**src/rtl/swr_ram.sv**
```systemverilog
`default_nettype none
module swr_ram #(
    parameter int WIDTH = 8,
    parameter int DEPTH = 16
) (
    input  wire logic                     i_clk,
    input  wire logic                     i_we,
    input  wire logic [$clog2(DEPTH)-1:0] i_addr,
    input  wire logic [WIDTH-1:0]         i_wdata,
    output logic      [WIDTH-1:0]         o_rdata
);

    logic [WIDTH-1:0] r_mem [DEPTH];

    always_ff @(posedge i_clk) begin
        if (i_we) begin
            r_mem[i_addr] <= i_wdata;
        end
        o_rdata <= r_mem[i_addr];
    end

endmodule
`default_nettype wire

```
**config.mk**
```make
export PLATFORM = sky130hd
export DESIGN_NAME = swr_ram
export DESIGN_NICKNAME = d
export VERILOG_FILES = /design/src/rtl/swr_ram.sv
export SDC_FILE = /design/constraint.sdc
export NUM_CORES = 1
export LEC_CHECK = 0
export ABC_AREA = 1
export BUFFER_PORTS_ARGS = -buffer_cell sky130_fd_sc_hd__buf_2
export CORE_MARGIN = 5
export CORE_UTILIZATION = 55
export DETAILED_ROUTE_END_ITERATION = 8
export GPL_TIMING_DRIVEN = 0
export PLACE_DENSITY = 0.72
export RECOVER_POWER = 50
export SYNTH_ARGS = -nofsm -noshare
export SYNTH_HDL_FRONTEND = slang
export SYNTH_SLANG_ARGS = --single-unit
```
**constraint.sdc**
```tcl
create_clock -name i_clk -period 1.8 [get_ports i_clk]
set_clock_uncertainty 0.1 [all_clocks]
set_input_delay 0.18 -clock i_clk [delete_from_list [all_inputs] [get_ports i_clk]]
set_output_delay 0.18 -clock i_clk [all_outputs]
set_load 0.005 [all_outputs]
```
==> summary.txt <==
Detailed routing
  • 1st-iter DRT viols: 258
  • Drt first pass iters: 5
  • Wirelength per Cell: around 16 um
  • Drc violations: 0
  • Antenna viol nets, final: 0
  • Routed wire length: between 10 and 15 mm
  • Via/cell ratio: 5.088
  • Routed via count: 3770

Global routing
  • Vias in the first global route: 3674
  • First-pass GRT wire length: 19.45 mm
  • Gr usage total: 20.97%
  • Initial antenna violation count: 0
  • Global route overflow: 0
  • Largest net degree at the start of global routing: 17

Timing
  • Post-route minimum period: between 1.5 and 2 ns
  • Max Fclk: 0.5793 GHz
  • RSZ-0062 raised after global routing: false
  • Final setup viols: 0
  • Slew at the pin closest to its max-slew limit: a little over 0.9 ns
  • Fin crit share: ~96%
  • Hold Slack: 0.1170 ns
  • Slew Limit Fails: 0
  • Final Hold Fails: 0
  • Slew headroom: a little under two fifths

Floorplanning
  • Starting Density: a little under three fifths
  • Total core area: 9864 um2
  • Die width: roughly 110 um
  • Die area: 12290 um2
  • Total I/O pin count: 22
  • Die Ht: 110.8 um
  • # rows: 36

Synth
  • Yosys warnings: 0
  • Post-synthesis xor/xnor area fraction: 0%
  • Post-synthesis mux area share: 0%
  • Synthesized Nets: between 500 and 600
  • Number of synthesized register bits: approximately 140
  • Cell variety after synth: 11
  • Synth Cell Area: 5593 um2
  • Synth Area in Simple Gates: 24.79%
  • Synth Area in Adders: 0%
  • Largest family of logic cells by synthesized area: simple AND/OR/NAND/NOR gates
  • Average cell area after synthesis: between 10 and 15 um2
  • Synth Instances: approximately 550
  • Register area share after synthesis: 71.59%
  • Synth Area in Compound Gates: 0%

Critical path
  • CP Class: input port to flip-flop
  • Crit start category: input port
  • Crit. End Element: flip-flop
  • Critical path peak fanout: 10
  • CP Data Required Time: around 1.9 ns
  • Worst EP arrival: between 1.5 and 2 ns

Cells and area
  • Share of layout cells above drive strength 1: 10.69%
  • Fin nets: 609
  • Area grow syn2layout: 16.22%
  • Final Util: 65.89%
  • Non-filler cells in the finished layout: roughly 740
  • Diode count: 0

Power
  • Worst IR Drop VDD: about 0.73 mV
  • Power density over cell area: approximately 1100 nW/um2
  • Total design power: a little over 7 mW
  • P_leak: between 2 and 3 nW

Run status
  • Outcome: finished, final reports clean

Clock tree
  • Inserted Clock Buffers: 17
  • CTS max path bufs: 2
  • Reg clk slew, reported paths: ~0.060 ns
  • Max H-tree Level: 4
  • CTS root buffer: clkbuf_8
  • CTS tree: built
  • Clock Latency Late Sink: roughly 0.52 ns
  • Post CTS Setup Buffer Count: 0
  • CTS Sinks: 136

Worst hold path
  • Hold Path Class: input port to flip-flop

Placement
  • PortBufs: 20
  • Routability Congestion: 0.8448
  • Post-DP HPWL: around 7.5 mm
  • Dpl cells: between 700 and 800

Flow run
  • Max-cap violations: 0
[placed cells by master, fill, tap and decap left out]
master and n:
nand2_1 346, edfxtp_1 128, buf_2 24, inv_1 21, nor2_1 16, clkbuf_16 16
clkbuf_1 11, dlygate4sd3_1 8, dfxtp_1 8, buf_4 6, clkinv_2 5, nand3_1 4
inv_6 4, clkinvlp_4 3, nor2_2 2, bufinv_16 2, inv_2 1, clkinv_1 1
clkbuf_8 1, clkinv_4 1
[critical path, stage by stage]
cell      delay, ns
buf_2          0.16
clkbuf_1       0.41
nand3_1        0.36
nor2_1         0.66
[where the power goes]
part / switching [mW] / internal, mW / total, mW
clock network: 1.28 / 1.97 / 3.25
registers: 0.0172 / 3.54 / 3.56
logic: 0.315 / 0.129 / 0.444
[stage by stage]
step	TNS, ns	setup WS (ns)	instance area, um2
detailed placement	-43.83	-0.4307	5859
global placement	-38.91	-0.3842	5859
floorplan	0	0.1428	5593
global route	0	0.01693	6500
finish	0	0.07389	6500
CTS	0	0.1114	6505
[repair_timing]
item	in CTS	in global routing
endpoints found under the hold margin	128	0
hold buffers	8	0
gates resized for setup	0	2
setup endpoints to repair	0	12
[Yosys cell counts, drive strengths merged]
cell type	number	area, um2
dfxtp	8	160.2
edfxtp	128	3844
inv	22	82.58
nand2	346	1299
clkbuf	3	11.26
nor2	18	67.56
clkinv	1	3.750
nand3	4	20.02
buf	18	105.1
[routing by layer]
| layer | global-route usage, % | routed length (um) | vias to the layer above |
|---|---|---|---|
| met5 | 0 | 0 | - |
| met3 | 5.131 | 970 | 24 |
| met1 | 28.34 | 5031 | 1741 |
| li1 | - | - | 1851 |
| met4 | 7.635 | 237 | 0 |
| met2 | 33.25 | 5899 | 154 |
[final timing paths]
| check | from | slack, ns | cells past startpoint | end |
|---|---|---|---|---|
| min | i_addr[1] | 0.12 | 7 | o_rdata[1]$_DFF_P_ |
| max | i_addr[1] | 0.07 | 4 | r_mem[3][3]$_DFFE_PP_ |
| min reg2reg | r_mem[0][2]$_DFFE_PP_ | 0.60 | 8 | o_rdata[2]$_DFF_P_ |
| max reg2reg | r_mem[4][0]$_DFFE_PP_ | 0.67 | 8 | o_rdata[0]$_DFF_P_ |
[cells by family (layout without fill, tap and decap cells)]
family | Yosys count | in the layout
buf+inv | 44 | 104
flops | 136 | 136
simple gates | 368 | 368
[cell type report]
type	count	area, um2
Buffer	21	116.4
Inverter	23	86.33
Tap cell	133	166.4
Fill cell	755	3364
Clock inverter	15	151.4
Multi-Input combinational cell	368	1391
Timing Repair Buffer	28	170.2
Sequential cell	136	4004
Clock buffer	17	414.1
[registers in the layout, indices dropped and copies added, names as in the netlist]
name / count
r_mem: 128
o_rdata: 8
Note: power is estimated with default switching activity, not from simulation.
