File: src/rtl/swr_pkg.sv
`default_nettype none
package swr_pkg;

    localparam int POOL_DEPTH  = 1024;
    localparam int IDX_W       = $clog2(POOL_DEPTH);
    localparam int CNT_W       = 11;
    localparam int SIZE_W      = (IDX_W + 1 > CNT_W) ? IDX_W + 1 : CNT_W;
    localparam int WORD_W      = 31;
    localparam int VAL_W       = 10;
    localparam int CFG_IDX_W   = 2;
    localparam int EPOCH_W     = 8;
    localparam int MEM_W       = EPOCH_W + IDX_W;
    localparam int QUEUE_DEPTH = 2;
    localparam int QPTR_W      = $clog2(QUEUE_DEPTH);
    localparam int QCNT_W      = $clog2(QUEUE_DEPTH + 1);

    localparam logic [CFG_IDX_W-1:0] REG_POOL_SIZE  = CFG_IDX_W'(0);
    localparam logic [CFG_IDX_W-1:0] REG_DRAW_COUNT = CFG_IDX_W'(1);

    localparam logic [CNT_W-1:0] POOL_SIZE_RST  = CNT_W'(1024);
    localparam logic [CNT_W-1:0] DRAW_COUNT_RST = CNT_W'(1);
    localparam logic [CNT_W-1:0] CNT_MAX        = {CNT_W{1'b1}};

    // one classified draw, handed from front to back
    typedef struct packed {
        logic             new_set;
        logic             exhausted;
        logic             last;
        logic [IDX_W-1:0] k;
        logic [IDX_W-1:0] tail;
    } t_cmd;

endpackage
`default_nettype wire

File: src/rtl/swr_queue.sv
`default_nettype none
module swr_queue (
    input  wire logic          i_clk,
    input  wire logic          i_rst_n,
    input  wire logic          i_push,
    input  wire swr_pkg::t_cmd i_cmd,
    output logic               o_full,
    input  wire logic          i_pop,
    output logic               o_empty,
    output swr_pkg::t_cmd      o_cmd
);

    swr_pkg::t_cmd               r_mem [swr_pkg::QUEUE_DEPTH];
    logic [swr_pkg::QPTR_W-1:0]  r_wp;
    logic [swr_pkg::QPTR_W-1:0]  r_rp;
    logic [swr_pkg::QCNT_W-1:0]  r_cnt;

    assign o_full  = r_cnt == swr_pkg::QCNT_W'(swr_pkg::QUEUE_DEPTH);
    assign o_empty = r_cnt == '0;
    assign o_cmd   = r_mem[r_rp];

    always_ff @(posedge i_clk) begin
        if (!i_rst_n) begin
            r_wp  <= '0;
            r_rp  <= '0;
            r_cnt <= '0;
        end else begin
            if (i_push) begin
                r_wp <= (r_wp == swr_pkg::QPTR_W'(swr_pkg::QUEUE_DEPTH - 1))
                        ? '0 : r_wp + swr_pkg::QPTR_W'(1);
            end
            if (i_pop) begin
                r_rp <= (r_rp == swr_pkg::QPTR_W'(swr_pkg::QUEUE_DEPTH - 1))
                        ? '0 : r_rp + swr_pkg::QPTR_W'(1);
            end
            if (i_push && !i_pop) begin
                r_cnt <= r_cnt + swr_pkg::QCNT_W'(1);
            end else if (i_pop && !i_push) begin
                r_cnt <= r_cnt - swr_pkg::QCNT_W'(1);
            end
        end
    end

    always_ff @(posedge i_clk) begin
        if (i_push) begin
            r_mem[r_wp] <= i_cmd;
        end
    end

    a_no_pop_empty: assert property (@(posedge i_clk) disable iff (!i_rst_n)
        i_pop |-> (r_cnt != '0))
        else $error("queue popped while empty");

endmodule
`default_nettype wire

File: config.mk
export PLATFORM = sky130hd
export DESIGN_NAME = swr_queue
export DESIGN_NICKNAME = d
export VERILOG_FILES = /design/src/rtl/swr_pkg.sv /design/src/rtl/swr_queue.sv
export SDC_FILE = /design/constraint.sdc
export NUM_CORES = 1
export LEC_CHECK = 0
export ABC_CLOCK_PERIOD_IN_PS = 3500
export CAP_MARGIN = 20
export CORE_UTILIZATION = 65
export DETAILED_ROUTE_END_ITERATION = 10
export DONT_BUFFER_PORTS = 1
export PLACE_DENSITY = 0.81
export SYNTH_ARGS = -nofsm -noshare
export SYNTH_HDL_FRONTEND = slang
export SYNTH_SLANG_ARGS = --single-unit
File: constraint.sdc
create_clock -name i_clk -period 3.5 [get_ports i_clk]
set_input_delay 1.05 -clock i_clk [delete_from_list [all_inputs] [get_ports i_clk]]
set_output_delay 1.05 -clock i_clk [all_outputs]
set_load 0.005 [all_outputs]
==> reports/metrics.csv <==
stage,metric,value,unit
hold_path,holdPathEnd,r_cnt[1]$_SDFFE_PN0P_,
cts,cts_made_buffers,5,
critical_path,r2r-start,r_wp$_SDFFE_PN0P_,
yosys,yosys.cell_count.top_type,edfxtp_1,
cts,ctsHoldBuffers,0,
route,wl_per_cell,19.39,um
power,p_leak,0.6628,nW
timing,hold_violations,0,
die,row_count,19,
critical_path,cpPeakStageDelay,0.74,ns
die,die_w,55.70,um
yosys,synth_area,1874,um^2
finish,regArea,1481,um^2
critical_path,startpoint_type,flop,
timing,maxSlewHeadroom,31.29,%
timing,post-route-period-util,79.99,%
placement,routabilityCongestion,0.6883,
yosys,synth_edf_count,46,
timing,tightest_slew,1.031,ns
yosys,synth_fp_nets,121,
global_routing,first_global_vias,867,
route,drt-vias-per-instance,6.008,
finish,multiInputGateArea,376.6,um^2
yosys,ys_warn_count,0,
critical_path,worstSetupPathType,reg -> out,
yosys,seq_area_frac_synth,79.04,%
cts,clkSinkCount,51,
critical_path,critPathBufInv,1,
critical_path,critPathSlowestCell,dfxtp_1,
timing,fin_crit,2.800,ns
cts,cts_max_level,2,
timing,clock.fmax,357.2,MHz
finish,synthToLayoutAreaGrowth,5.407,%
timing,tns,0,ns
finish,finish.instance_area,1976,um^2
cts,cts.repair.resized,0,
flow_run,drv_cap,0,
hold_path,hp-class,reg -> reg,
cts,clock_path_buffers,2,
critical_path,path_cells,buf_4 > mux2_2,
critical_path,ff2ff_path_depth,1,
route,drtIter0Drc,19,
placement,hpwl,1816,um
yosys,async_flop_share,0,%
power,vdd_drop_max,407.9,uV
cts,clkTransAtPathRegs,0.13,ns
finish,n_fill_cell,182,
critical_path,r2r_end,r_mem[1][5]$_DFFE_PP_,
yosys,synth_cell_types,16,
yosys,synth_top_area_share,73.70,%
yosys,synth-seq-cells,51,
cts,postCtsSetupBuffers,0,
power,p_per_area,534.2,nW/um^2
yosys,ys.flop_type,edfxtp_1,
global_routing,grt_max_degree,24,
route,dr_total_vias,793,
finish,drive_gt1_share,33.66,%
critical_path,arrival,1.75,ns
cts,cts_tree,built,
die,die_height,55.70,um
placement,placed_cell_area,1916,um^2
global_routing,grt_overflow,0,
yosys,syn_area_per_cell,20.15,um^2
route,finalWirelength,2559,um
timing,rsz0062_at_grt,no,
critical_path,end_kind,primary output,
finish,fin_nets,128,
critical_path,r2r_slack,1.91,ns
timing,slew_violations,0,
route,ant_nets,0,
yosys,synthTopCellsByArea,"edfxtp_1, mux2_2, dfxtp_1, and2_1, xor2_1",
cts,clk_latency,0.34,ns
global_routing,antenna_found_initial,0,
status,outcome,finished clean,
hold_path,min-delay-start,r_cnt[1]$_SDFFE_PN0P_,
critical_path,path_max_fanout,15,
placement,port_buffers,0,
route,drtPass1Iterations,4,
timing,finClkSkew,0.01319,ns
yosys,synth_common_cells,"edfxtp_1, mux2_2, dfxtp_1, and2_1",
die,initial_utilization,68.56,%
die,die_area,3102,um^2
critical_path,crit_family,flip-flops,
yosys,yosysTopAreaCell,edfxtp_1,
critical_path,cp.required,2.45,ns
yosys,syn_inst,93,
global_routing,grt_pass1_wl,3995,um
finish,n_antenna_cell,0,
die,core,2734,um^2
global_routing,track_usage,17.48,%
die,io_pins,52,
cts,clock-root-buffer,clkbuf_4,
timing,setup_viol,0,
route,drc,0,
hold_path,whs_path_depth,2,
==> report_power, final <==
group,total [W],internal [W],switching [W]
Clock,0.000256,0.0000977,0.000159
Sequential,0.000717,0.000701,0.0000166
Combinational,0.0000816,0.0000420,0.0000395
==> layout make-up <==
| class | instances | share of cell area [%] |
|---|---|---|
| Multi-Input combinational cell | 39 | 19.06 |
| Tap cell | 31 | 1.963 |
| Sequential cell | 51 | 74.98 |
| Inverter | 1 | 0.1900 |
| Clock inverter | 1 | 0.2533 |
| Clock buffer | 7 | 2.787 |
| Timing Repair Buffer | 2 | 0.7600 |
==> per-layer routing <==
layer | vias to the layer above | wire (um) | GRT usage [%]
met5 | - | 0 | 0
met4 | 0 | 29 | 6.429
met3 | 4 | 201 | 7.442
met2 | 34 | 1344 | 30.46
met1 | 389 | 984 | 18.91
li1 | 366 | - | -
==> registers in the layout, summed over array words and instances, names as in the netlist, named ones only <==
| signal | count |
|---|---|
| r_cnt | 2 |
| r_mem | 46 |
| r_rp | 1 |
| r_wp | 1 |
==> cell families after synthesis <==
kind of cell | synth area share [%]
flip-flops | 79.04
multiplexers | 13.82
AND/OR/NAND/NOR | 3.004
AO/OA/AOI/OAI | 1.068
XOR/XNOR | 1.402
buffers and inverters | 1.001
adder cells (fa/ha/maj) | 0.6675
==> layout by cell type (no fill, tap or decap) <==
cell | Yosys | final
edfxtp_1 | 46 | 46
mux2_2 | 23 | 23
dfxtp_1 | 5 | 5
clkbuf_4 | 0 | 5
and2_1 | 4 | 4
xor2_1 | 2 | 2
buf_4 | 2 | 2
inv_1 | 1 | 1
nor2_1 | 1 | 1
and2b_2 | 1 | 1
nor2b_2 | 0 | 1
xnor2_1 | 1 | 1
nor2b_1 | 2 | 1
o21a_1 | 1 | 1
o21ai_0 | 1 | 1
or3_1 | 1 | 1
a21boi_1 | 1 | 1
ha_1 | 1 | 1
clkinv_2 | 0 | 1
clkbuf_8 | 0 | 1
clkbuf_1 | 0 | 1
==> through the flow <==
stage | hold slack, ns | util (%) | setup WS [ns] | total power [W] | instances
after floorplan | 0.4662 | - | 0.9491 | 0.0007962 | 93
after global placement | 0.4782 | 70.07 | 1.089 | 0.0008093 | 124
after detailed placement | 0.5363 | 70.07 | 1.070 | 0.0008152 | 124
after CTS | 0.5530 | 72.27 | 0.6511 | 0.001066 | 132
after global routing | 0.6010 | 72.27 | 0.5648 | 0.001096 | 132
final | 0.5441 | 72.27 | 0.7004 | 0.001055 | 132
==> how the worst max path moves through the flow <==
stage	startpoint	to	slack, ns	cells past startpoint
after floorplan	i_push	r_mem[0][0]$_DFFE_PP_	0.95	1
after global placement	flop	o_cmd[13]	1.09	2
after detailed placement	flop	o_cmd[10]	1.07	2
after CTS	flop	o_cmd[10]	0.65	2
after global routing	flop	o_cmd[10]	0.56	2
final	flop	o_cmd[10]	0.70	2
(Power assumes the default switching activity.)
