`src/rtl/swr_pkg.sv`:
```
`default_nettype none
package swr_pkg;

    localparam int POOL_DEPTH  = 1024;
    localparam int IDX_W       = $clog2(POOL_DEPTH);
    localparam int CNT_W       = 11;
    localparam int SIZE_W      = (IDX_W + 1 > CNT_W) ? IDX_W + 1 : CNT_W;
    localparam int WORD_W      = 31;
    localparam int VAL_W       = 10;
    localparam int CFG_IDX_W   = 2;
    localparam int EPOCH_W     = 8;
    localparam int MEM_W       = EPOCH_W + IDX_W;
    localparam int QUEUE_DEPTH = 2;
    localparam int QPTR_W      = $clog2(QUEUE_DEPTH);
    localparam int QCNT_W      = $clog2(QUEUE_DEPTH + 1);

    localparam logic [CFG_IDX_W-1:0] REG_POOL_SIZE  = CFG_IDX_W'(0);
    localparam logic [CFG_IDX_W-1:0] REG_DRAW_COUNT = CFG_IDX_W'(1);

    localparam logic [CNT_W-1:0] POOL_SIZE_RST  = CNT_W'(1024);
    localparam logic [CNT_W-1:0] DRAW_COUNT_RST = CNT_W'(1);
    localparam logic [CNT_W-1:0] CNT_MAX        = {CNT_W{1'b1}};

    // one classified draw, handed from front to back
    typedef struct packed {
        logic             new_set;
        logic             exhausted;
        logic             last;
        logic [IDX_W-1:0] k;
        logic [IDX_W-1:0] tail;
    } t_cmd;

endpackage
`default_nettype wire

```
`src/rtl/swr_out_if.sv`:
```
`default_nettype none
interface swr_out_if;
    logic                      valid;
    logic                      ready;
    logic [swr_pkg::VAL_W-1:0] drawn_value;
    logic                      last_of_set;
    logic                      exhausted;

    modport source (output valid, output drawn_value, output last_of_set, output exhausted,
                    input ready);
    modport sink (input valid, input drawn_value, input last_of_set, input exhausted,
                  output ready);
endinterface
`default_nettype wire

```
`src/rtl/swr_back.sv`:
```
`default_nettype none
module swr_back (
    input  wire logic                        i_clk,
    input  wire logic                        i_rst_n,
    input  wire logic                        i_empty,
    input  wire swr_pkg::t_cmd               i_cmd,
    output logic                             o_pop,
    output logic                             o_enable,
    output logic                             o_ram_we,
    output logic [swr_pkg::IDX_W-1:0]        o_ram_addr,
    output logic [swr_pkg::MEM_W-1:0]        o_ram_wdata,
    input  wire logic [swr_pkg::MEM_W-1:0]   i_ram_rdata,
    swr_out_if.source                        o_result
);

    typedef enum logic [5:0] {
        S_IDLE  = 6'b000001,
        S_SWEEP = 6'b000010,
        S_RDK   = 6'b000100,
        S_RDT   = 6'b001000,
        S_WR    = 6'b010000,
        S_OUT   = 6'b100000
    } t_state;

    t_state                       r_state, n_state;
    swr_pkg::t_cmd                r_cmd;
    logic [swr_pkg::EPOCH_W-1:0]  r_epoch, n_epoch;
    logic [swr_pkg::IDX_W-1:0]    r_sweep;
    logic [swr_pkg::IDX_W-1:0]    r_val;
    logic                         r_init_done;
    logic                         r_out_vld;
    logic [swr_pkg::VAL_W-1:0]    r_out_val;
    logic                         r_out_last;
    logic                         r_out_exh;

    logic [swr_pkg::EPOCH_W-1:0]  rd_tag;
    logic [swr_pkg::IDX_W-1:0]    rd_ent;
    logic                         rd_hit;
    logic                         sweep_end;
    logic                         load_out;
    logic                         wrap;

    // an entry counts as written only when its tag matches the current epoch
    assign rd_tag    = i_ram_rdata[swr_pkg::MEM_W-1:swr_pkg::IDX_W];
    assign rd_ent    = i_ram_rdata[swr_pkg::IDX_W-1:0];
    assign rd_hit    = rd_tag == r_epoch;
    assign sweep_end = r_sweep == swr_pkg::IDX_W'(swr_pkg::POOL_DEPTH - 1);
    assign o_pop     = (r_state == S_IDLE) && !i_empty;
    assign o_enable  = r_init_done;
    assign load_out  = (r_state == S_OUT) && (!r_out_vld || o_result.ready);
    assign wrap      = r_epoch == {swr_pkg::EPOCH_W{1'b1}};

    assign o_result.valid       = r_out_vld;
    assign o_result.drawn_value = r_out_val;
    assign o_result.last_of_set = r_out_last;
    assign o_result.exhausted   = r_out_exh;

    always_comb begin
        o_ram_we    = 1'b0;
        o_ram_addr  = r_cmd.k;
        o_ram_wdata = {r_epoch, rd_hit ? rd_ent : r_cmd.tail};
        case (r_state)
            S_SWEEP: begin
                o_ram_we    = 1'b1;
                o_ram_addr  = r_sweep;
                o_ram_wdata = '0;
            end
            S_RDT: o_ram_addr = r_cmd.tail;
            S_WR:  o_ram_we   = r_cmd.k != r_cmd.tail;
            default: ;
        endcase
    end

    always_comb begin
        n_state = r_state;
        n_epoch = r_epoch;
        case (r_state)
            S_IDLE: begin
                if (!i_empty) begin
                    if (i_cmd.new_set && wrap) begin
                        n_epoch = swr_pkg::EPOCH_W'(1);
                        n_state = S_SWEEP;
                    end else begin
                        if (i_cmd.new_set) begin
                            n_epoch = r_epoch + swr_pkg::EPOCH_W'(1);
                        end
                        n_state = i_cmd.exhausted ? S_OUT : S_RDK;
                    end
                end
            end
            S_SWEEP: begin
                if (sweep_end) begin
                    if (!r_init_done) begin
                        n_state = S_IDLE;
                    end else begin
                        n_state = r_cmd.exhausted ? S_OUT : S_RDK;
                    end
                end
            end
            S_RDK: n_state = S_RDT;
            S_RDT: n_state = S_WR;
            S_WR:  n_state = S_OUT;
            S_OUT: begin
                if (load_out) begin
                    n_state = S_IDLE;
                end
            end
            default: n_state = S_IDLE;
        endcase
    end

    always_ff @(posedge i_clk) begin
        if (!i_rst_n) begin
            r_state     <= S_SWEEP;
            r_epoch     <= swr_pkg::EPOCH_W'(1);
            r_sweep     <= '0;
            r_init_done <= 1'b0;
            r_out_vld   <= 1'b0;
        end else begin
            r_state <= n_state;
            r_epoch <= n_epoch;
            if (r_state == S_SWEEP) begin
                r_sweep <= sweep_end ? '0 : r_sweep + swr_pkg::IDX_W'(1);
                if (sweep_end) begin
                    r_init_done <= 1'b1;
                end
            end
            if (load_out) begin
                r_out_vld <= 1'b1;
            end else if (o_result.ready) begin
                r_out_vld <= 1'b0;
            end
        end
    end

    always_ff @(posedge i_clk) begin
        if (o_pop) begin
            r_cmd <= i_cmd;
            r_val <= '0;
        end else if (r_state == S_RDT) begin
            r_val <= rd_hit ? rd_ent : r_cmd.k;
        end
        if (load_out) begin
            r_out_val  <= swr_pkg::VAL_W'(r_val);
            r_out_last <= r_cmd.last;
            r_out_exh  <= r_cmd.exhausted;
        end
    end

    a_write_states: assert property (@(posedge i_clk) disable iff (!i_rst_n)
        o_ram_we |-> (r_state == S_SWEEP || r_state == S_WR))
        else $error("pool memory written outside sweep or move");

    a_exhausted_zero: assert property (@(posedge i_clk) disable iff (!i_rst_n)
        (o_result.valid && o_result.exhausted) |-> (o_result.drawn_value == '0))
        else $error("exhausted result carries a nonzero value");

    a_pop_leaves_idle: assert property (@(posedge i_clk) disable iff (!i_rst_n)
        o_pop |=> (r_state != S_IDLE))
        else $error("command popped but back end stayed idle");

endmodule
`default_nettype wire

```
`src/flat_wrapper.sv`:
```
// flat-port wrapper written by rule: the top's interface ports become plain ports
module swr_back_flat 
  (i_clk, i_rst_n, i_empty, i_cmd, o_pop, o_enable, o_ram_we, o_ram_addr, o_ram_wdata, i_ram_rdata, o_result_valid, o_result_drawn_value, o_result_last_of_set, o_result_exhausted, o_result_ready);
  swr_out_if o_result_i ();
  input  wire logic i_clk;
  input  wire logic i_rst_n;
  input  wire logic i_empty;
  input  wire swr_pkg::t_cmd i_cmd;
  output logic o_pop;
  output logic o_enable;
  output logic o_ram_we;
  output logic [swr_pkg::IDX_W-1:0] o_ram_addr;
  output logic [swr_pkg::MEM_W-1:0] o_ram_wdata;
  input  wire logic [swr_pkg::MEM_W-1:0] i_ram_rdata;
  output wire logic [$bits(o_result_i.valid)-1:0] o_result_valid;
  output wire logic [$bits(o_result_i.drawn_value)-1:0] o_result_drawn_value;
  output wire logic [$bits(o_result_i.last_of_set)-1:0] o_result_last_of_set;
  output wire logic [$bits(o_result_i.exhausted)-1:0] o_result_exhausted;
  input wire logic [$bits(o_result_i.ready)-1:0] o_result_ready;
  assign o_result_valid = o_result_i.valid;
  assign o_result_drawn_value = o_result_i.drawn_value;
  assign o_result_last_of_set = o_result_i.last_of_set;
  assign o_result_exhausted = o_result_i.exhausted;
  assign o_result_i.ready = o_result_ready;
  swr_back u_core (.i_clk(i_clk), .i_rst_n(i_rst_n), .i_empty(i_empty), .i_cmd(i_cmd), .o_pop(o_pop), .o_enable(o_enable), .o_ram_we(o_ram_we), .o_ram_addr(o_ram_addr), .o_ram_wdata(o_ram_wdata), .i_ram_rdata(i_ram_rdata), .o_result(o_result_i));
endmodule
```
`config.mk`:
```
export PLATFORM = sky130hd
export DESIGN_NAME = swr_back_flat
export DESIGN_NICKNAME = d
export VERILOG_FILES = /design/src/rtl/swr_pkg.sv /design/src/rtl/swr_out_if.sv /design/src/rtl/swr_back.sv /design/src/flat_wrapper.sv
export SDC_FILE = /design/constraint.sdc
export NUM_CORES = 1
export LEC_CHECK = 0
export BUFFER_PORTS_ARGS = -buffer_cell sky130_fd_sc_hd__clkbuf_2
export CELL_PAD_IN_SITES_DETAIL_PLACEMENT = 0
export CELL_PAD_IN_SITES_GLOBAL_PLACEMENT = 1
export CORE_MARGIN = 4
export CORE_UTILIZATION = 40
export CTS_CLUSTER_DIAMETER = 200
export DETAILED_ROUTE_END_ITERATION = 7
export PLACE_DENSITY = 0.91
export SLEW_MARGIN = 20
export SYNTH_ARGS = -nofsm -noshare
export SYNTH_HDL_FRONTEND = slang
export SYNTH_SLANG_ARGS = --single-unit
```
`constraint.sdc`:
```
create_clock -name i_clk -period 2.1 [get_ports i_clk]
set_input_delay 0.42 -clock i_clk [delete_from_list [all_inputs] [get_ports i_clk]]
set_output_delay 0.42 -clock i_clk [all_outputs]
set_load 0.02 [all_outputs]
```
==> results of run 1 <==
area by class of cell:
class                           count  area share [%]
Clock buffer                       10            2.67
Clock inverter                      6           0.875
Inverter                            2           0.146
Multi-Input combinational cell    247            37.2
Sequential cell                    70            34.4
Tap cell                          105            2.55
Timing Repair Buffer              137            22.2
cell usage after synthesis, types with 3 or more instances:
cell / instances
o21ai_0: 38
dfxtp_1: 36
edfxtp_1: 34
nand3_1: 31
nand2_1: 20
xor2_1: 19
a21oi_1: 18
and2_1: 15
clkbuf_1: 13
nor2_1: 12
nand4_1: 11
a22oi_1: 10
a31oi_1: 10
xnor2_1: 10
and3_1: 8
and4_1: 6
buf_2: 5
nor2b_1: 3
nor3_1: 3
or3_1: 3
critical path, delay by kind of cell, from the launching register on:
kind | cells | cell delay (ns)
AOI/OAI and AO/OA | 1 | 0.19
buffers and inverters | 2 | 0.31
xor gates and xnor gates | 1 | 0.17
and+or+nand+nor | 2 | 0.45
DFF | 1 | 0.37
through the flow:
step / area [µm²] / utilization, % / std cells
global route: 5150 / 62.7 / 577
global placement: 4070 / 49.5 / 536
floorplan: 3390 / - / 340
detailed placement: 4070 / 49.5 / 536
CTS: 4730 / 57.5 / 566
finish: 5150 / 62.7 / 577
what timing repair did:
action	CTS	global route
resized for setup	89	102
buffers inserted	11	8
endpoints found under the setup margin	30	30
pin swaps	26	9
hold buffers	0	0
gates cloned	3	3
logic make-up after synthesis:
kind of cell,synth area share (%)
adder cells (fa/ha/maj),0.739
AO/OA/AOI/OAI,15.5
AND/OR/NAND/NOR,21.9
XOR/XNOR,7.50
buffers and inverters,2.96
flip-flops,51.4
sequential cells by signal (all words and copies together) (netlist names):
name                         count
u_core.o_result.drawn_value     10
u_core.o_enable                  1
u_core.r_sweep                  10
u_core.o_result.exhausted        1
u_core.r_cmd                    22
u_core.o_result.last_of_set      1
u_core.r_epoch                   8
u_core.o_result.valid            1
u_core.r_val                    10
u_core.r_state                   6
layer usage:
metal / vias to the layer above / GRT usage [%] / wire (µm)
met3: 44 / 2.99 / 714
met2: 172 / 32.1 / 5370
li1: 1525 / - / -
met1: 1584 / 24.3 / 4340
met4: 0 / 10.4 / 534
met5: - / 0 / 0
final timing paths:
path,start,end,slack [ns],depth (start not counted)
hold reg to reg,u_core.r_val[5],u_core.o_result.drawn_value[5],0.44,0
hold / removal,i_cmd[5],u_core.r_cmd[5],0.24,1
setup reg to reg,u_core.r_state[2],u_core.r_sweep[9],0.22,6
setup / recovery,u_core.r_epoch[5],o_ram_wdata[7],-0.17,6
power by group:
part / leakage, nW / switching, W / internal [W]
Sequential: 0.608 / 0.000115 / 0.00154
Clock: 0.0932 / 0.000545 / 0.000467
Combinational: 1.34 / 0.00163 / 0.00163
layout by cell type, fill, tap and decap left out, drive strengths merged, types with 11 or more instances in the layout:
| cell | instances |
|---|---|
| clkbuf | 74 |
| buf | 73 |
| o21ai | 38 |
| dfxtp | 36 |
| edfxtp | 34 |
| nand3 | 32 |
| nand2 | 20 |
| xor2 | 19 |
| a21oi | 18 |
| and2 | 15 |
| nor2 | 12 |
| nand4 | 11 |
==> results.toml, run 1 <==
[sta]
rsz0062_at_grt = "true"
setup_ws_ns = -0.167
period_share_pct = 108
max_freq_mhz = 441
tightest_slew_ns = 0.487
whs_ns = 0.235
hold_violations = 0
fin_setup_tns_ns = -2.13
final_max_slew_viol_count = 0
period_minus_slack_ns = 2.27
relSlewSlack_pct = 67.5
worst_clock_skew_ns = 0.00997
final-setup-viol-count = 30

[logic_synthesis]
synthesis.area_mm2 = 0.00339
syn_nets = 387
synth_top_area_share_pct = 30.2
synth_cells = 340
ys_seq_area_share_pct = 51.4
async_flop_share_pct = 0
synthFlopType = "dfxtp_1"
synthDistinctLibCells = 47
yosys-top-cells-area = "edfxtp_1 30%, dfxtp_1 21%, o21ai_0 5.6%"
ys_ff_latch = 70
syn_area_per_cell_um2 = 9.96
synth_edf_count = 34
synth_area_leader_cell = "edfxtp_1"
ys_warn_count = 0

[pwr]
p_leak_nw = 2.04
peakVddDrop_mv = 0.587
powerDensity_mw_per_mm2 = 1150
p_total_w = 0.00593

[finish]
fillers = 583
drive_gt1_share_pct = 47.7
regArea_mm2 = 0.00177
area_growth_pct = 52.1
fin_nets = 514
insertedDiodeCount = 0
multiInputGateArea_mm2 = 0.00191

[worst_setup_path]
worstPathMaxFanout = 5
slowest_delay_ns = 0.37
worstSetupPathType = "reg -> out"
slowest_stage = "dfxtp_4"
cp-end-kind = "primary output"
critPathLaunchType = "flop"
worstPathArrival_ns = 1.85
crit_required_ns = 1.68
worstPathCellList = "xnor2_4, and4_4, buf_8, nand3_1, a21oi_2, buf_4"

[worst_hold_path]
hp-class = "in -> reg"

[clock_network]
clock_sinks = 70
clk_latency_ns = 0.36
cts_tree = "built"
numCtsBuffers = 9
cts_max_path_buffers = 2
clockRootBuffer = "clkbuf_8"
clk_pin_slew_worst_paths_ns = 0.08
htree_levels = 3

[global_routing]
grt_max_degree = 32
overflow = 0
grt_usage_pct = 19.4
grt_pass1_vias = 3015
grt_first_pass_wirelength_um = 15100
antenna_found_initial = 0

[floorplanning]
core_area_mm2 = 0.00822
die_height_um = 100
start_util_pct = 41.2
io_pins = 89
fp-row-count = 33
die_w_um = 100
die_area_mm2 = 0.0100

[outcome]
status = "finished, violations left"
violations = "setup timing"

[run]
drv_cap = 0

[placed_design]
pre_cts_slack_ns = 0.0872
dp_hpwl_um = 6690
port_buffers = 88
gp_congestion = 0.834

[routing]
firstDrtPassIters = 6
wl_per_cell_um = 19.0
vias = 3325
routed_wl_um = 11000
postRouteAntennaNets = 0
drcViolationCount = 0
first_iter_violations = 353
viasPerCell = 5.76
Power figures use the tool's default switching activity.
==> run 2: changes to the inputs <==
Settings changed: CORE_UTILIZATION 40 to 35, PLACE_DENSITY 0.91 to 0.82.
==> run 2 against run 1 <==
Against the previous run: the flow still finishes with violations (setup timing); routed wire length is 11% higher; cell count is 9.4% higher; sequential share of layout area is 3.2 points lower; critical endpoint is now o_ram_we; clock skew is 0.0019 ns higher; critical path type unchanged; sequential power hardly changed.
==> results.toml, run 2 (synthesis gave the netlist of run 1 again) <==
[outcome]
status = "finished, violations left"
violations = "setup timing"

[finish]
largest_reg_flops = 22
area_growth_pct = 67.3
fin_area_mm2 = 0.00567
fillers = 684
final_common_cell = "clkbuf_2"
multiInputGateArea_mm2 = 0.00205
regArea_mm2 = 0.00177
fin_nets = 544
drive_gt1_share_pct = 55.0
final_util_pct = 60.7
top_register = "u_core.r_cmd"
final_cell_count_no_fill = 631
insertedDiodeCount = 0
layout_common_cells = "58 x clkbuf_2, 57 x buf_4, 34 x edfxtp_1"

[worst_setup_path]
r2r_end = "u_core.r_epoch[7]"
slowest_stage = "nor4_4"
worstPathCellList = "nor4_4, and2_4, buf_4, buf_4, a21o_1, buf_8"
critPathLaunchType = "flop"
worstPathMaxFanout = 7
reg2reg_from = "u_core.r_state[4]"
worstPathArrival_ns = 1.86
slowest_delay_ns = 0.37
cpMostUsedCell = "buf_4"
worstSetupPathType = "reg -> out"
crit_required_ns = 1.68
reg2reg_depth = 8
cp-end-kind = "primary output"
r2r_setup_slack_ns = -0.01

[sta]
tightest_slew_ns = 0.450
rsz0062_at_grt = "true"
final_max_slew_viol_count = 0
hold_violations = 0
worst_clock_skew_ns = 0.0118
final-setup-viol-count = 31
relSlewSlack_pct = 70.0
period_minus_slack_ns = 2.28
max_freq_mhz = 438
setup_ws_ns = -0.182
period_share_pct = 109

[routing]
postRouteAntennaNets = 0
vias = 3536
viasPerCell = 5.60
first_iter_violations = 267
wl_met3_um = 950
drcViolationCount = 0
routed_wl_um = 12100
highest_layer = "met4"
firstDrtPassIters = 5
met1_length_um = 4740
wl_per_cell_um = 19.2
met2_length_um = 5910

[pwr]
powerDensity_mw_per_mm2 = 1120
peakVddDrop_mv = 0.519
p_leak_nw = 2.26

[placed_design]
place_inst = 567
port_buffers = 88
pre_cts_slack_ns = 0.0834
place_area_mm2 = 0.00417
gp_congestion = 0.946
dp_hpwl_um = 7120

[global_routing]
grt_usage_pct = 18.9
grt_pass1_vias = 3168
overflow = 0
grt_first_pass_wirelength_um = 16600
grt_max_degree = 22
antenna_found_initial = 0

[worst_hold_path]
worstHoldStart = "i_cmd[20]"
hp-class = "in -> reg"
whs_path_depth = 1
min_to = "u_core.r_cmd[20]"

[clock_network]
clock_sinks = 70
htree_levels = 3
clk_latency_ns = 0.36
cts_tree = "built"
clk_pin_slew_worst_paths_ns = 0.09
ctsHoldBuffers = 0
numCtsBuffers = 9
clockRootBuffer = "clkbuf_8"
cts_max_path_buffers = 2

[floorplanning]
start_util_pct = 36.3
die_area_mm2 = 0.0113
io_pins = 89
fp-row-count = 35
die_w_um = 106
die_height_um = 106
core_area_mm2 = 0.00933

[run]
drv_cap = 0
[run 2: worst max path at each step]
| stage | from | end | cells after the start |
|---|---|---|---|
| floorplan | u_core.r_state[4] | o_pop | 6 |
| global placement | i_ram_rdata[12] | o_ram_wdata[9] | 7 |
| detailed placement | i_ram_rdata[14] | o_ram_wdata[9] | 7 |
| CTS | u_core.r_cmd[12] | o_ram_we | 5 |
| global route | u_core.r_state[4] | o_ram_addr[2] | 7 |
| finish | u_core.r_state[4] | o_ram_we | 6 |
[run 2: what timing repair did]
action	in CTS	in global routing
setup buffers	21	19
pin swaps	39	31
hold endpoints to repair	0	0
resized for setup	120	123
endpoints found under the setup margin	30	30
cloned	4	5
[run 2: cell type report]
type / instances / share of cell area (%)
clock buffers: 9 / 2.19
clock inverters: 7 / 1.10
inverters: 2 / 0.177
multi-input cells: 247 / 36.2
flip-flops and latches: 70 / 31.2
well taps: 129 / 2.85
repair buffers: 167 / 26.3
[run 2: stage by stage]
step | setup TNS [ns] | hold slack (ns) | total power (W)
floorplan | 0 | 0.400 | 0.00282
global placement | 0 | 0.405 | 0.00350
detailed placement | 0 | 0.407 | 0.00353
CTS | -1.84 | 0.227 | 0.00503
global route | -4.17 | 0.219 | 0.00654
finish | -3.29 | 0.233 | 0.00633
[run 2: worst max-delay path, delay by kind of cell (launching register included)]
family / cells / cell delay [ns]
DFF: 1 / 0.36
AOI/OAI and AO/OA: 1 / 0.14
buffers and inverters: 3 / 0.39
and+or+nand+nor: 2 / 0.62
[run 2: layer usage]
layer  vias to the layer above  GRT usage, %
met5                         -             0
met4                         0          9.25
met3                        47          3.22
met2                       207          31.1
met1                      1697          23.9
li1                       1585             -
[run 2: report_power, final]
group / total, W / switching (W) / internal, W / leakage [nW]
Sequential: 0.00166 / 0.000122 / 0.00154 / 0.608
Clock: 0.00105 / 0.000598 / 0.000456 / 0.0946
Combinational: 0.00361 / 0.00179 / 0.00183 / 1.56
