## config.mk

```make
export PLATFORM = sky130hd
export DESIGN_NAME = swr_front_flat
export DESIGN_NICKNAME = d
export VERILOG_FILES = /design/src/rtl/swr_pkg.sv /design/src/rtl/swr_in_if.sv /design/src/rtl/swr_cfg_if.sv /design/src/rtl/swr_front.sv /design/src/flat_wrapper.sv
export SDC_FILE = /design/constraint.sdc
export NUM_CORES = 1
export LEC_CHECK = 0
export BUFFER_PORTS_ARGS = -buffer_cell sky130_fd_sc_hd__clkbuf_2
export CAP_MARGIN = 0
export CELL_PAD_IN_SITES_DETAIL_PLACEMENT = 1
export CELL_PAD_IN_SITES_GLOBAL_PLACEMENT = 1
export CORE_ASPECT_RATIO = 0.5
export CORE_UTILIZATION = 50
export CTS_CLUSTER_DIAMETER = 100
export DETAILED_ROUTE_END_ITERATION = 10
export HOLD_SLACK_MARGIN = 0.08
export PLACE_DENSITY_LB_ADDON = 0.1
export SLEW_MARGIN = 40
export SYNTH_ARGS = -nofsm -noshare
export SYNTH_HDL_FRONTEND = slang
export SYNTH_SLANG_ARGS = --single-unit
```

## constraint.sdc

```tcl
create_clock -name i_clk -period 7.6 [get_ports i_clk]
set_input_delay 0.76 -clock i_clk [delete_from_list [all_inputs] [get_ports i_clk]]
set_output_delay 0.76 -clock i_clk [all_outputs]
set_load 0.03 [all_outputs]
```

## src/rtl/swr_pkg.sv

```systemverilog
`default_nettype none
package swr_pkg;

    localparam int POOL_DEPTH  = 1024;
    localparam int IDX_W       = $clog2(POOL_DEPTH);
    localparam int CNT_W       = 11;
    localparam int SIZE_W      = (IDX_W + 1 > CNT_W) ? IDX_W + 1 : CNT_W;
    localparam int WORD_W      = 31;
    localparam int VAL_W       = 10;
    localparam int CFG_IDX_W   = 2;
    localparam int EPOCH_W     = 8;
    localparam int MEM_W       = EPOCH_W + IDX_W;
    localparam int QUEUE_DEPTH = 2;
    localparam int QPTR_W      = $clog2(QUEUE_DEPTH);
    localparam int QCNT_W      = $clog2(QUEUE_DEPTH + 1);

    localparam logic [CFG_IDX_W-1:0] REG_POOL_SIZE  = CFG_IDX_W'(0);
    localparam logic [CFG_IDX_W-1:0] REG_DRAW_COUNT = CFG_IDX_W'(1);

    localparam logic [CNT_W-1:0] POOL_SIZE_RST  = CNT_W'(1024);
    localparam logic [CNT_W-1:0] DRAW_COUNT_RST = CNT_W'(1);
    localparam logic [CNT_W-1:0] CNT_MAX        = {CNT_W{1'b1}};

    // one classified draw, handed from front to back
    typedef struct packed {
        logic             new_set;
        logic             exhausted;
        logic             last;
        logic [IDX_W-1:0] k;
        logic [IDX_W-1:0] tail;
    } t_cmd;

endpackage
`default_nettype wire

```

## src/rtl/swr_in_if.sv

```systemverilog
`default_nettype none
interface swr_in_if;
    logic                      valid;
    logic                      ready;
    logic                      new_set;
    logic [swr_pkg::WORD_W-1:0] random_word;

    modport source (output valid, output new_set, output random_word, input ready);
    modport sink (input valid, input new_set, input random_word, output ready);
endinterface
`default_nettype wire

```

## src/rtl/swr_cfg_if.sv

```systemverilog
`default_nettype none
interface swr_cfg_if;
    logic                          valid;
    logic                          ready;
    logic [swr_pkg::CFG_IDX_W-1:0] index;
    logic [swr_pkg::CNT_W-1:0]     data;

    modport source (output valid, output index, output data, input ready);
    modport sink (input valid, input index, input data, output ready);
endinterface
`default_nettype wire

```

## src/rtl/swr_front.sv

```systemverilog
`default_nettype none
module swr_front (
    input  wire logic    i_clk,
    input  wire logic    i_rst_n,
    swr_in_if.sink       i_item,
    swr_cfg_if.sink      i_cfg,
    input  wire logic    i_enable,
    input  wire logic    i_full,
    output logic         o_push,
    output swr_pkg::t_cmd o_cmd
);

    logic [swr_pkg::CNT_W-1:0]  r_pool_size;
    logic [swr_pkg::CNT_W-1:0]  r_draw_count;
    logic [swr_pkg::CNT_W-1:0]  r_draws_done;
    logic                       r_s1_vld;
    logic                       r_s1_new_set;
    logic                       r_s1_exh;
    logic                       r_s1_last;
    logic [swr_pkg::WORD_W-1:0] r_s1_word;
    logic [swr_pkg::SIZE_W-1:0] r_s1_rem;

    logic [swr_pkg::SIZE_W-1:0] size;
    logic [swr_pkg::CNT_W-1:0]  dd;
    logic [swr_pkg::CNT_W-1:0]  n_draws_done;
    logic                       exh;
    logic [swr_pkg::SIZE_W-1:0] rem;
    logic                       last;
    logic                       accept;
    logic [swr_pkg::WORD_W+swr_pkg::SIZE_W-1:0] prod;
    logic [swr_pkg::SIZE_W-1:0] k_full;
    logic [swr_pkg::SIZE_W-1:0] tail_full;

    assign i_cfg.ready = 1'b1;

    // saturate the pool size to the memory depth
    assign size = (swr_pkg::SIZE_W'(r_pool_size) > swr_pkg::SIZE_W'(swr_pkg::POOL_DEPTH))
                  ? swr_pkg::SIZE_W'(swr_pkg::POOL_DEPTH) : swr_pkg::SIZE_W'(r_pool_size);
    assign dd   = i_item.new_set ? '0 : r_draws_done;
    assign exh  = swr_pkg::SIZE_W'(dd) >= size;
    assign rem  = size - swr_pkg::SIZE_W'(dd);
    assign n_draws_done = (dd != swr_pkg::CNT_MAX) ? dd + swr_pkg::CNT_W'(1) : dd;
    assign last = n_draws_done == r_draw_count;

    assign o_push       = r_s1_vld && !i_full;
    assign i_item.ready = i_enable && (!r_s1_vld || o_push);
    assign accept       = i_item.valid && i_item.ready;

    // scale the random word to an index below the remaining count
    assign prod      = {{swr_pkg::SIZE_W{1'b0}}, r_s1_word}
                     * {{swr_pkg::WORD_W{1'b0}}, r_s1_rem};
    assign k_full    = prod[swr_pkg::WORD_W+swr_pkg::SIZE_W-1:swr_pkg::WORD_W];
    assign tail_full = r_s1_rem - swr_pkg::SIZE_W'(1);

    always_comb begin
        o_cmd.new_set   = r_s1_new_set;
        o_cmd.exhausted = r_s1_exh;
        o_cmd.last      = r_s1_last;
        o_cmd.k         = k_full[swr_pkg::IDX_W-1:0];
        o_cmd.tail      = tail_full[swr_pkg::IDX_W-1:0];
    end

    always_ff @(posedge i_clk) begin
        if (!i_rst_n) begin
            r_pool_size  <= swr_pkg::POOL_SIZE_RST;
            r_draw_count <= swr_pkg::DRAW_COUNT_RST;
            r_draws_done <= '0;
            r_s1_vld     <= 1'b0;
        end else begin
            if (i_cfg.valid) begin
                case (i_cfg.index)
                    swr_pkg::REG_POOL_SIZE:  r_pool_size  <= i_cfg.data;
                    swr_pkg::REG_DRAW_COUNT: r_draw_count <= i_cfg.data;
                    default: ;
                endcase
            end
            if (accept) begin
                r_draws_done <= n_draws_done;
                r_s1_vld     <= 1'b1;
            end else if (o_push) begin
                r_s1_vld <= 1'b0;
            end
        end
    end

    always_ff @(posedge i_clk) begin
        if (accept) begin
            r_s1_new_set <= i_item.new_set;
            r_s1_exh     <= exh;
            r_s1_last    <= last;
            r_s1_word    <= i_item.random_word;
            r_s1_rem     <= rem;
        end
    end

    a_accept_fills_stage: assert property (@(posedge i_clk) disable iff (!i_rst_n)
        accept |=> r_s1_vld)
        else $error("accepted transfer did not reach the classify stage");

endmodule
`default_nettype wire

```

## src/flat_wrapper.sv

```systemverilog
// flat-port wrapper written by rule: the top's interface ports become plain ports
module swr_front_flat 
  (i_clk, i_rst_n, i_enable, i_full, o_push, o_cmd, i_item_valid, i_item_new_set, i_item_random_word, i_item_ready, i_cfg_valid, i_cfg_index, i_cfg_data, i_cfg_ready);
  swr_in_if i_item_i ();
  swr_cfg_if i_cfg_i ();
  input  wire logic i_clk;
  input  wire logic i_rst_n;
  input  wire logic i_enable;
  input  wire logic i_full;
  output logic o_push;
  output swr_pkg::t_cmd o_cmd;
  input wire logic [$bits(i_item_i.valid)-1:0] i_item_valid;
  input wire logic [$bits(i_item_i.new_set)-1:0] i_item_new_set;
  input wire logic [$bits(i_item_i.random_word)-1:0] i_item_random_word;
  output wire logic [$bits(i_item_i.ready)-1:0] i_item_ready;
  input wire logic [$bits(i_cfg_i.valid)-1:0] i_cfg_valid;
  input wire logic [$bits(i_cfg_i.index)-1:0] i_cfg_index;
  input wire logic [$bits(i_cfg_i.data)-1:0] i_cfg_data;
  output wire logic [$bits(i_cfg_i.ready)-1:0] i_cfg_ready;
  assign i_item_i.valid = i_item_valid;
  assign i_item_i.new_set = i_item_new_set;
  assign i_item_i.random_word = i_item_random_word;
  assign i_item_ready = i_item_i.ready;
  assign i_cfg_i.valid = i_cfg_valid;
  assign i_cfg_i.index = i_cfg_index;
  assign i_cfg_i.data = i_cfg_data;
  assign i_cfg_ready = i_cfg_i.ready;
  swr_front u_core (.i_clk(i_clk), .i_rst_n(i_rst_n), .i_item(i_item_i), .i_cfg(i_cfg_i), .i_enable(i_enable), .i_full(i_full), .o_push(o_push), .o_cmd(o_cmd));
endmodule
```

==> metrics.csv, run 1 <==
metric;value;unit
status;finished, violations left;
failing checks;DRC;
TritonCTS Buffers;9;
CTS tree;built;
Max Clk Rate;138.4;MHz
largest net degree at the start of global routing;54;
drt wl/cell;19.95;microns
CP endpoint kind;output pin;
Yosys Warn Count;0;
Avg Inst Size Synth;9.164;sq um
fin crit share;95.06;%
startpoint types;flip-flop;
die area;27590;sq um
clk_skew;0.009042;ns
number of max-cap violations;0;
Layout Nets;1895;
final setup fails;0;
worst skew pair latency;0.37;ns
GP Congestion;0.8479;
simple-gate area share of the yosys netlist;18.39;%
synth unique cells;58;
Top FF cell, synth;edfxtp_1;
DRC;1;
power density over the cells;305.5;nW/um^2
Chip Height;117.9;microns
asr flop ratio synth;0;%
endpoints failing hold;0;
worst min-delay path class;flip-flop to flip-flop;
Crit path top cell by count;fa_1;
Switching Share;53.10;%
Final ANT Viol Nets;0;
switching power;2.359;mW
Port Buf Inserts;75;
Int Power;2.084;mW
Sequential Power Share;11.7;%
Yosys reg bits;79;
minimum clock period;7.225;ns
worst vdd ir;0.3625;mV
Post-synth EDFFs;45;
die width;233.9;microns
Cell Area, Synth;13440;sq um
Lkg Pwr;6.934;nW
1st-pass router iterations;8;
sequential fraction of the synthesis area;15.12;%
setup TNS;0;ns
XOR/XNOR Fraction of Synth Area;2.932;%
Setup WS pre-CTS;0.3160;ns
worst endpoint data arrival time;6.46;ns
initial antenna violation count;1;
cells along the critical path;buf_4 > and2_1 > fa_1 > fa_1 > fa_1 > fa_1 > fa_1 > ha_1 > and3_1 > and4bb_1 > a21oi_1 > o211ai_1 > and3_1 > o21ai_2 > o221ai_1 > xnor2_1 > clkbuf_2;
Syn Inst Count;1467;
largest family of logic cells by synthesized area;adder cells;
vias per cell;5.508;
Starting Density;52.10;%
post-synthesis compound-gate area fraction;5.622;%
Synth-to-Final Area Change;8.181;%
H-tree levels;3;
slew margin rel.;44.04;%
total gr overflow;0;
CP peak stage delay;0.80;ns
row count;41;
drt total wl;36850;microns
syn nets;1864;
1st-iter DRT viols;458;
mux contribution to synthesized area;1.722;%
number of global-route vias before repair;11550;
DP HPWL;29390;microns
final worst slack;0.3751;ns
clock tree buffer depth;2;
layout cells sized above 1;8.716;%
most common cell after layout, fill and taps aside;fa_1;
Setup CP Type;flip-flop to output pin;
slew at the pin closest to its max-slew limit;0.8386;ns
post-synthesis adder-cell area fraction;46.67;%
core area;25800;sq um
CP max FO;16;
number of clock sinks;79;
fill cell count;3006;
global-route wire length before repair;60510;microns
slowest CP cell;edfxtp_1;
CP required;6.84;ns
Vias;10173;
combinational power share;77.8;%
# diodes;0;
CTS clk-pin slew, worst paths;0.06;ns
most frequent cells in the layout;fa_1, nand2_1, inv_1;
Root Buffer Master;clkbuf_16;
Ports;77;
Slew Limit Fails;0;
GRT Resource Usage Total;28.56;%
Clk network pwr share;10.6;%
RSZ-0062 raised after global routing;no;
[metrics by stage]
stage | power, mW | cells | utilization (%) | instance area (sq um) | hold WS (ns)
finish | 4.443 | 1847 | 56.36 | 14540 | 0.4685
detailed placement | 3.960 | 1818 | 54.57 | 14080 | 0.4639
CTS | 4.469 | 1838 | 55.94 | 14430 | 0.4734
global route | 4.908 | 1847 | 56.36 | 14540 | 0.5249
floorplan | 3.025 | 1467 | - | 13440 | 0.4420
global placement | 3.796 | 1814 | 54.36 | 14030 | 0.4562
[final timing paths]
check | end | start | cells after the start | slack, ns
setup reg to reg | u_core.r_s1_last | u_core.r_draws_done[0] | 10 | 4.41
hold reg to reg | u_core.r_s1_vld | u_core.r_s1_vld | 2 | 0.47
hold / removal | u_core.r_s1_vld | u_core.r_s1_vld | 2 | 0.47
setup / recovery | o_cmd[19] | u_core.r_s1_rem[10] | 17 | 0.38
[what timing repair did]
item,4_1_cts,5_1_grt
pin swaps,0,0
endpoints found under the setup margin,2,4
gates resized for setup,0,1
setup buffers,4,9
cloned,0,0
hold buffers,0,0
[kinds of logic (layout without fill, tap and decap cells)]
kind of cell	Yosys count	count (layout)
AOI/OAI and AO/OA	125	125
xor gates and xnor gates	45	45
adders and majority gates	346	346
buffers and inverters	336	372
DFF	79	79
muxes	23	23
other	1	1
and+or+nand+nor	512	512
[routing by layer]
layer / share of wire, % / GRT usage, % / vias to the layer above
met3: 3.6 / 4.288 / 57
met5: 0.030 / 0 / -
met1: 43 / 36.74 / 5355
met4: 2.0 / 7.305 / 2
li1: - / - / 4561
met2: 51 / 50.13 / 198
[state kept, by name, summed over array words and instances, names as in the netlist]
name                 cells
u_core.r_s1_last         1
u_core.r_s1_word        31
u_core.r_pool_size      11
u_core.r_s1_rem         11
u_core.r_draw_count     11
u_core.r_s1_vld          1
u_core.r_draws_done     11
u_core.r_s1_exh          1
u_core.r_s1_new_set      1
[cell type report]
class / count / area (sq um) / area share [%]
clock buffer: 9 / 225.2 / 1.549
clock inverter: 7 / 77.57 / 0.5334
inverter: 251 / 942.2 / 6.479
multi-input combinational: 1052 / 10150 / 69.77
sequential: 79 / 2032 / 13.97
tap: 344 / 430.4 / 2.960
timing repair buffer: 105 / 689.4 / 4.741
[power by group through the flow]
| stage | Combinational, mW | Sequential [mW] | Clock (mW) |
|---|---|---|---|
| after floorplan | 2.54 | 0.488 | 0 |
| after global placement | 3.26 | 0.537 | 0 |
| after detailed placement | 3.43 | 0.533 | 0 |
| after CTS | 3.47 | 0.521 | 0.479 |
| after global routing | 3.89 | 0.520 | 0.493 |
| final | 3.46 | 0.518 | 0.469 |
[Yosys cell counts, types with 2 or more instances]
cell / instances / area, sq um
fa_1: 259 / 5185
nand2_1: 250 / 938.4
inv_1: 249 / 934.7
and2_1: 136 / 850.8
ha_1: 87 / 1089
clkbuf_1: 76 / 285.3
nor2_1: 48 / 180.2
edfxtp_1: 45 / 1351
a21oi_1: 43 / 215.2
dfxtp_1: 34 / 680.7
xnor2_1: 28 / 245.2
mux2i_1: 22 / 220.2
nor2b_1: 18 / 112.6
o21ai_1: 18 / 90.09
xor2_1: 17 / 148.9
o21ai_0: 16 / 80.08
nand3_1: 15 / 75.07
a21o_1: 13 / 97.59
nor3_1: 10 / 50.05
nand4_1: 9 / 56.30
and3_1: 8 / 50.05
a31oi_1: 7 / 43.79
a211oi_1: 5 / 37.54
buf_4: 4 / 30.03
buf_2: 3 / 15.01
nor3b_1: 3 / 22.52
nor4_1: 3 / 18.77
a22oi_1: 2 / 15.01
a32oi_1: 2 / 17.52
buf_1: 2 / 7.510
nand2b_1: 2 / 12.51
nand3b_1: 2 / 15.01
o211ai_1: 2 / 15.01
o21a_1: 2 / 15.01
o21bai_1: 2 / 15.01
o31ai_1: 2 / 15.01
o32a_1: 2 / 20.02
[worst max-delay path: cells and delay by family (launching register included)]
family	cells	cell delay, ns
simple gates	4	0.86
buf+inv	2	0.57
fa+ha+maj	6	2.69
xor+xnor	1	0.17
compound gates	4	1.01
flops	1	0.80
Note: power is estimated with default switching activity, not from simulation.
==> run 2: changes to the inputs <==
CORE_UTILIZATION = 45   (was 50)
clock period = 6.2 ns   (was 7.6 ns; I/O delays follow)
==> run 2 against run 1 <==
The run ends with setup timing left. Clock power increased by 23%. Cell count increased by 7.9%. Worst hold slack got worse by 0.045 ns. Clock-buffer cell count increased by 3. Register-to-register slack got worse by 1.6 ns. Sequential share of layout area decreased by 1.1 points. Sequential cell count unchanged. Global-route usage decreased by 2.5 points. Highest routed layer is now met4.
==> metrics.csv, run 2 (synthesis results as in run 1) <==
metric;value;unit;change
number of global-route vias before repair;11836;;+2.5%
CTS tree;built;;
power density over the cells;442.5;nW/um^2;+45%
1st-iter DRT viols;481;;+5.0%
CP peak stage delay;0.58;ns;-0.22 ns
RSZ-0062 raised after global routing;yes;;
worst min-delay path class;input pin to flip-flop;;
failing checks;setup timing;;
# diodes;0;;unchanged
die width;246.4;microns;+5.4%
global-route wire length before repair;61780;microns;+2.1%
worst vdd ir;0.4845;mV;+34%
fin crit share;103.7;%;
clk_skew;0.01308;ns;+0.004036 ns
Layout Nets;1994;;+5.2%
initial antenna violation count;0;;-1
CP required;5.58;ns;-1.26 ns
core area;29180;sq um;+13%
Setup CP Type;flip-flop to output pin;;
clock tree buffer depth;2;;unchanged
total gr overflow;0;;unchanged
worst skew pair latency;0.37;ns;about the same
final worst slack;-0.2307;ns;-0.6058 ns
Max Clk Rate;155.5;MHz;
cells along the critical path;buf_12 > buf_4 > buf_4 > and2_1 > fa_1 > fa_1 > fa_1 > fa_1 > inv_1 > fa_1 > inv_1 > ha_1 > a21o_1 > a21o_1 > a21oi_2 > nand2_2 > a31oi_4 > o21bai_4 > a21oi_2 > xnor2_1 > buf_4;;
Starting Density;46.07;%;-6.0 points
Vias;10330;;+1.5%
Port Buf Inserts;75;;unchanged
Crit path top cell by count;fa_1;;
GP Congestion;0.8765;;+3.4%
CP endpoint kind;output pin;;
Post-Layout Cell Count;1993;;+7.9%
die area;30610;sq um;+11%
drt total wl;37880;microns;+2.8%
row count;44;;+7.3%
Largest register FFs;31;;unchanged
GRT Resource Usage Total;26.07;%;-2.5 points
largest net degree at the start of global routing;53;;-1.9%
startpoint types;flip-flop;;
Reg with most FFs;u_core.r_s1_word;;
Chip Height;124.2;microns;+5.3%
Final ANT Viol Nets;0;;unchanged
slew margin rel.;44.60;%;+0.57 points
design area;15820;sq um;+8.8%
Ports;77;;unchanged
DRC;0;;-1
Root Buffer Master;clkbuf_16;;
layout cells sized above 1;17.79;%;+9.1 points
worst endpoint data arrival time;5.81;ns;-0.65 ns
status;finished, violations left;;
endpoints failing hold;0;;unchanged
Synth-to-Final Area Change;17.65;%;
number of clock sinks;79;;unchanged
placed cell count;1946;;+7.0%
slowest CP cell;fa_1;;
DP HPWL;30590;microns;+4.1%
most frequent cells in the layout;fa_1, nand2_1, inv_1;;
minimum clock period;6.431;ns;
most common cell after layout, fill and taps aside;fa_1;;
final setup fails;9;;+9
vias per cell;5.183;;-5.9%
Lkg Pwr;7.492;nW;+8.0%
CP max FO;16;;unchanged
placed cell area;14830;sq um;+5.3%
slew at the pin closest to its max-slew limit;0.8310;ns;-0.007613 ns
Slew Limit Fails;0;;unchanged
Hold Slack;0.4236;ns;-0.04491 ns
drt wl/cell;19.01;microns;-4.7%
TritonCTS Buffers;9;;unchanged
number of max-cap violations;0;;unchanged
1st-pass router iterations;4;;-4
H-tree levels;3;;unchanged
CTS clk-pin slew, worst paths;0.07;ns;about the same
## run 2: worst paths after layout
path | from | to | slack, ns | depth (start not counted)
worst min register to register | u_core.r_s1_vld | u_core.r_s1_vld | 0.47 | 2
worst min-delay path | i_item_random_word[20] | u_core.r_s1_word[20] | 0.42 | 1
worst max register to register | u_core.r_draws_done[0] | u_core.r_s1_last | 2.86 | 10
worst max-delay path | u_core.r_s1_rem[6] | o_cmd[17] | -0.23 | 21
## run 2: repair_timing
item / CTS / global route
setup buffers: 23 / 7
hold buffers: 0 / 0
setup endpoints to repair: 10 / 10
pin swaps: 21 / 31
cloned: 0 / 1
resized for setup: 49 / 48
## run 2: final cells by class
class / instances / area (sq um)
Multi-Input combinational cell: 1052 / 10490
Timing Repair Buffer: 204 / 1553
Inverter: 251 / 942.2
Tap cell: 391 / 489.2
Sequential cell: 79 / 2032
Fill cell: 3358 / 13360
Clock buffer: 12 / 279.0
Clock inverter: 4 / 33.78
## run 2: worst max-delay path, delay by kind of cell (launching register included)
kind / cells / cell delay, ns
adder cells (fa/ha/maj): 6 / 2.74
buffers and inverters: 6 / 0.80
AND/OR/NAND/NOR: 2 / 0.30
XOR/XNOR: 1 / 0.13
flip-flops: 1 / 0.43
AO/OA/AOI/OAI: 6 / 1.06
## run 2: power by group
| group | switching [mW] | total [mW] | internal [mW] |
|---|---|---|---|
| logic | 3.18 | 5.81 | 2.63 |
| registers | 0.0270 | 0.606 | 0.579 |
| clock network | 0.255 | 0.579 | 0.324 |
| total | 3.46 | 7.00 | 3.54 |
## run 2: metrics by stage
step	power, mW	utilization (%)	setup WS (ns)	TNS, ns
2_1_floorplan	3.708	-	0.1076	0
3_3_place_gp	5.226	50.80	-0.09351	-0.2408
3_5_place_dp	5.388	50.82	-0.2401	-0.9707
4_1_cts	6.547	53.27	-0.2978	-1.853
5_1_grt	7.649	54.20	-0.5106	-4.089
6_report	6.997	54.20	-0.2307	-1.464
## run 2: layer usage
layer  vias to the layer above  wire [microns]  share of wire (%)  track usage (%)
li1                       4751               -                  -                -
met1                      5396           16220                 43            33.68
met2                       147           19790                 52            45.47
met3                        36            1273                3.4            4.196
met4                         0             593                1.6            6.536
met5                         -               0                  0                0
